$ cat src/rtl/ppi_pkg.sv
// ----------------------------------------------------------------------------
// ppi_pkg
// Shared types, widths and helpers for the plane-plane intersection unit.
// ----------------------------------------------------------------------------
package ppi_pkg;

   localparam int NormW = 16;
   localparam int OffW  = 32;
   localparam int DirW  = 33;
   localparam int DotW  = 33;
   localparam int DetW  = 64;
   localparam int NumW  = 65;
   localparam int ProdW = 82;
   localparam int OrgW  = 48;
   localparam int TolW  = 41;
   localparam int QuoW  = 48;

   // the two plane normals, three components each
   typedef struct packed {
      logic signed [NormW-1:0] ax;
      logic signed [NormW-1:0] ay;
      logic signed [NormW-1:0] az;
      logic signed [NormW-1:0] bx;
      logic signed [NormW-1:0] by;
      logic signed [NormW-1:0] bz;
   } ppi_norm_type;

   // classified item handed from the front part to the back part
   typedef struct packed {
      logic                   line;
      logic signed [DirW-1:0] dir_x;
      logic signed [DirW-1:0] dir_y;
      logic signed [DirW-1:0] dir_z;
      logic [DetW-1:0]        det;
      logic signed [NumW-1:0] num0;
      logic signed [NumW-1:0] num1;
      ppi_norm_type           norm;
   } ppi_item_type;

   // per-axis divider state
   typedef struct packed {
      logic [DetW-1:0] rem;
      logic [QuoW-1:0] num;
      logic [QuoW-1:0] quo;
      logic            neg;
      logic            ovf;
   } ppi_div_type;

   // sidecar that travels beside the divider
   typedef struct packed {
      logic                   vld;
      logic                   line;
      logic signed [DirW-1:0] dir_x;
      logic signed [DirW-1:0] dir_y;
      logic signed [DirW-1:0] dir_z;
      logic [DetW-1:0]        det;
   } ppi_side_type;

   // queue status seen by the top level
   typedef struct packed {
      logic not_empty;
      logic full;
   } ppi_q_stat_type;

   // saturate a sign-magnitude quotient to the signed origin range
   function automatic logic [OrgW-1:0] origin_sat(input logic neg, input logic ovf,
                                                  input logic [QuoW-1:0] q);
      logic [QuoW-1:0] lim;
      logic [QuoW-1:0] mag;
      lim = neg ? (QuoW'(1) << (OrgW-1)) : ((QuoW'(1) << (OrgW-1)) - QuoW'(1));
      mag = (ovf || (q > lim)) ? lim : q;
      return neg ? OrgW'(QuoW'(0) - mag) : OrgW'(mag);
   endfunction

endpackage

$ cat src/rtl/ppi_fifo.sv
// ----------------------------------------------------------------------------
// ppi_fifo
// Two-entry queue between the front and back parts, head shown directly.
// ----------------------------------------------------------------------------
module ppi_fifo (
   input  logic                     clock,
   input  logic                     reset,
   input  logic                     push,
   input  ppi_pkg::ppi_item_type    push_item,
   input  logic                     pop,
   output ppi_pkg::ppi_item_type    head,
   output ppi_pkg::ppi_q_stat_type  stat
);

   ppi_pkg::ppi_item_type entry_ff [2];
   logic       wptr_ff, rptr_ff;
   logic [1:0] count_ff;
   logic       do_pop;

   assign do_pop = pop && (count_ff != 2'd0);

   // storage
   always_ff @(posedge clock) begin
      if (push && (count_ff != 2'd2)) begin
         entry_ff[wptr_ff] <= push_item;
      end
   end

   // pointers and fill count
   always_ff @(posedge clock) begin
      if (reset) begin
         wptr_ff  <= 1'b0;
         rptr_ff  <= 1'b0;
         count_ff <= 2'd0;
      end else begin
         if (push && (count_ff != 2'd2)) wptr_ff <= ~wptr_ff;
         if (do_pop) rptr_ff <= ~rptr_ff;
         count_ff <= count_ff + 2'(push && (count_ff != 2'd2)) - 2'(do_pop);
      end
   end

   assign head           = entry_ff[rptr_ff];
   assign stat.not_empty = (count_ff != 2'd0);
   assign stat.full      = (count_ff == 2'd2);

endmodule

$ cat config.mk
export PLATFORM = sky130hd
export DESIGN_NAME = ppi_fifo
export DESIGN_NICKNAME = d
export VERILOG_FILES = /design/src/rtl/ppi_pkg.sv /design/src/rtl/ppi_fifo.sv
export SDC_FILE = /design/constraint.sdc
export NUM_CORES = 1
export LEC_CHECK = 0
export BUFFER_PORTS_ARGS = -buffer_cell sky130_fd_sc_hd__buf_4
export CAP_MARGIN = 20
export CORE_AREA = 2 2 307 309
export DETAILED_ROUTE_END_ITERATION = 10
export DIE_AREA = 0 0 309 311
export SYNTH_ARGS = -nofsm -noshare
export SYNTH_HDL_FRONTEND = slang
export SYNTH_SLANG_ARGS = --single-unit
$ cat constraint.sdc
create_clock -name clock -period 9.8 [get_ports clock]
set_input_delay 0.98 -clock clock [delete_from_list [all_inputs] [get_ports clock]]
set_output_delay 0.98 -clock clock [all_outputs]
set_load 0.005 [all_outputs]
# After elaboration in Yosys (flattened, before gate mapping)
# Memories as Yosys holds them, arrays and structs flattened. A register that Yosys moved wholly into a read port is not among the register bits.
# Cells that the tools add are included.
[totals]
regBits = 4
latchBits = 0
mem_bits_rw = 780
mem_bits_ro = 0
out_inout_bits = 392
word_cells = 17
n_memories = 1
[mem_list]
columns = ["memory", "depth", "width", "rd", "rd_clocked_by_memory_dff", "write_ports", "line", "text"]
rows = [
  ["entry_ff", 2, 390, 1, 1, 1, "ppi_fifo.sv:15", "ppi_pkg::ppi_item_type entry_ff [2];"],
]
[classes]
add_sub_neg = 2
n_mul = 0
n_div = 0
n_lt_le_gt_ge = 0
eq_ne = 2
shift = 0
n_mux = 4
n_bitwise = 2
reduce_logical = 3
[ops]
columns = ["op", "n"]
rows = [
  ["$mux 1", 4],
  ["$add 2x1->2", 1],
  ["$eq 2x2->1 const B", 1],
  ["$logic_and 1x1->1", 2],
  ["$ne 2x2->1 const B", 1],
  ["$not 1->1", 2],
  ["$reduce_bool 2->1", 1],
  ["$sub 2x1->2", 1],
]

# Longest topological paths before layout
[logic_depth]
word_depth = 4
depth_mapped = 8
ltp_nobuf = 8

# Worst setup path after synthesis
# OpenSTA, ideal clock, no wires.
[synth_path]
path_kind = "input-to-reg"
start = "in push"
end = "mem entry_ff[1][0] (netlist name), enable pin"
setup_ns = 0.806
arrival_time_ns = 9.880
required_time_ns = 8.994
setup_slack_ns = -0.886
stages = 1
path_cell_list = "and3_1"
[synth_between]
elab_chain_len = 3
[synth_lines]
columns = ["item", "line", "text"]
rows = [
  ["start, declared", "ppi_fifo.sv:8", "input logic push,"],
  ["$logic_and 1x1->1", "ppi_fifo.sv:24", "if (push && (count_ff != 2'd2)) begin"],
  ["$mux 1", "ppi_fifo.sv:24", ""],
  ["$mux 1 (not written as such)", "ppi_fifo.sv:25", "entry_ff[wptr_ff] <= push_item;"],
  ["end, declared", "ppi_fifo.sv:15", ""],
]
# Every way passes these cells.

==> impl_metrics.yaml <==
pwr:
  clkPwrFrac_pct: 29.5
  switching_share_pct: 25.65
  p_leak_nw: 14.28
  switchingPower_mw: 2.581
  ir_worst_vdd_mv: 0.2553
  power_frac_comb_pct: 26.7
  intPower_mw: 7.484
  seq_power_share_pct: 43.9
  p_per_area_mw_per_mm2: 260.5
floorplan:
  fp.coreArea_mm2: 0.09277
  start_util_pct: 30.94
  pin_count: 786
  dieWidth_um: 309
  rows: 112
  die_h_um: 311
  die_area_mm2: 0.09610
cts:
  hold_buffers: 0
  numCtsBuffers: 84
  clk_pin_slew_ns: 0.06
  clkSinkCount: 785
  htree_levels: 3
  clk-insertion-delay-late_ns: 0.65
  cts_tree: "yes"
  cts_setup_buffers: 0
  cts_resized: 0
  cts_root_buffer: "clkbuf_16"
  cts_buffer_depth: 3
sta:
  maxSlewViolCount: 0
  slew_headroom_pct: 14.79
  min_period_ns: 4.465
  fmax_mhz: 224.0
  rsz0062_at_grt: "no"
  hold_viol: 0
  skew_ns: 0.02823
  fin_crit_sh_pct: 45.56
  worst_pin_slew_ns: 1.278
  final.setup.tns_ns: 0
  setup_viol: 0
placement:
  dp_cells: 3245
  hpwl_um: 48040
  gp_congestion: 0.7970
  portBuffers: 785
logic_synthesis:
  ys_seq_area_share_pct: 81.94
  synth.avg_cell_area_um2: 23.15
  synthesis.area_mm2: 0.02871
  synth-seq-cells: 785
  syn_nets: 1636
  synth_cell_types: 22
  ys_warn_count: 0
  syn_inst: 1240
setup_path:
  worst-path-max-fanout: 141
  reg2reg_slack_ns: 6.48
  critPathKind: "register to primary output"
  cp.required_ns: 8.82
  r2r_end: "entry_ff[1][144]$_DFFE_PP_"
  cp-end-kind: "primary output"
  worstPathArrival_ns: 3.49
  worstSetupStartpointType: "register"
  r2r_cells: 4
  r2r-start: "count_ff[0]$_SDFF_PP0_"
drt:
  drc: 0
  wl_um: 69270
  wl_per_cell_um: 20.36
  first_pass_iters: 4
  ant_nets: 0
  vias_per_cell: 4.320
  drt_iter0_markers: 890
  routed-via-count: 14696
finish:
  instances_no_fill: 3402
  drive_above_1_share_pct: 60.56
  final_common_cell: "buf_4"
  multi_input_area_mm2: 0.004890
  fillers: 8361
  syn_to_final_growth_pct: 34.57
  seq_area_mm2: 0.02353
  fin_nets: 2473
  layout_common_cells: "788 x buf_4, 780 x edfxtp_1, 290 x mux2_2"
global_routing:
  antenna_found_initial: 6
  grt_pass1_vias: 15734
  globalRouteOverflowTotal: 0
  grt_first_pass_wirelength_um: 98010
  grt_max_degree: 152
  gr-usage-all-layers_pct: 13.74
min_path:
  hp-class: "register to register"
  hold_end: "wptr_ff$_SDFFE_PP0P_"
  hp-start: "wptr_ff$_SDFFE_PP0P_"
  hold_path_depth: 2
run_status:
  status: "completed"
flow_run:
  maxCapViolCount: 0
per-stage QoR:
step | total power, mW | util, % | instance area (µm²) | setup slack, ns | hold slack, ns
floorplan | 5.951 | - | 28710 | 0.1642 | 0.4515
global placement | 7.181 | 38.85 | 36040 | 6.022 | 0.4690
detailed placement | 7.221 | 38.85 | 36040 | 5.963 | 0.4926
CTS | 10.23 | 41.63 | 38620 | 5.282 | 0.4296
global route | 10.51 | 41.64 | 38630 | 5.157 | 0.4540
finish | 10.07 | 41.64 | 38630 | 5.335 | 0.4982
layout make-up:
class,count,area share (%)
diodes,3,0.01943
clock buffers,113,5.888
clock inverters,41,0.7903
inverters,4,0.05830
multi-input cells,408,12.66
flip-flops and latches,785,60.90
well taps,1254,4.062
repair buffers,794,15.62
flip-flops by register name, summed over array words and instances (netlist names), named ones only:
name / count
wptr_ff: 1
rptr_ff: 1
count_ff: 2
entry_ff: 780
cells in the mapped netlist:
master      n  area (µm²)
nor2_1      3       11.26
inv_1       4       15.01
or2_2       1       6.260
nand2_1     1       3.750
or3_1       1       6.260
dfxtp_1     5       100.1
nor2b_1     1       6.260
nor3_1      1       5.000
xnor2_1     1       8.760
and2_1      1       6.260
xor2_1      1       8.760
o21ai_0     1       5.000
buf_6      11       123.9
mux2_2    290        3266
edfxtp_1  780       23420
a21oi_1     1       5.000
buf_2      32       160.2
o21a_1      1       7.510
ha_1        2       25.02
nand2b_1    1       6.260
and3_1      1       6.260
mux2_4    100        1501
cells by family after synthesis:
group / synth area share [%]
flip-flops: 81.94
multiplexers: 16.61
adder cells (fa/ha/maj): 0.08716
buffers and inverters: 1.042
AND/OR/NAND/NOR: 0.2005
AO/OA/AOI/OAI: 0.06100
XOR/XNOR: 0.06103
per-layer routing:
metal	routed length, µm	part of all wire, %	vias to the layer above	GRT usage, %
li1	-	-	6646	-
met1	23930	35	7321	13.81
met2	35610	51	617	24.36
met3	7756	11	108	6.314
met4	1949	2.8	4	5.560
met5	26	0.038	-	0
worst max-delay path by stage:
stage          startpoint                         end  slack [ns]  depth (start not counted)
5_1_grt          register                   head[231]        5.16                          4
4_1_cts          register                   head[166]        5.28                          4
6_report         register                   head[231]        5.33                          4
2_1_floorplan        push    entry_ff[0][0]$_DFFE_PP_        0.16                          3
3_5_place_dp         push  entry_ff[1][144]$_DFFE_PP_        5.96                          4
3_3_place_gp         push  entry_ff[1][143]$_DFFE_PP_        6.02                          4
worst max-delay path, cell delays in order, from the launching register on:
cell	delay, ns
dfxtp_4	0.74
buf_4	0.58
buf_12	0.47
mux2_2	0.43
buf_4	0.14
power by group through the flow:
stage	Combinational [mW]	Clock [mW]	Sequential [mW]
finish	2.69	2.96	4.41
global route	2.87	3.18	4.46
CTS	2.74	3.06	4.42
detailed placement	2.73	0	4.49
global placement	2.72	0	4.46
floorplan	1.36	0	4.59
Power figures use the tool's default switching activity.
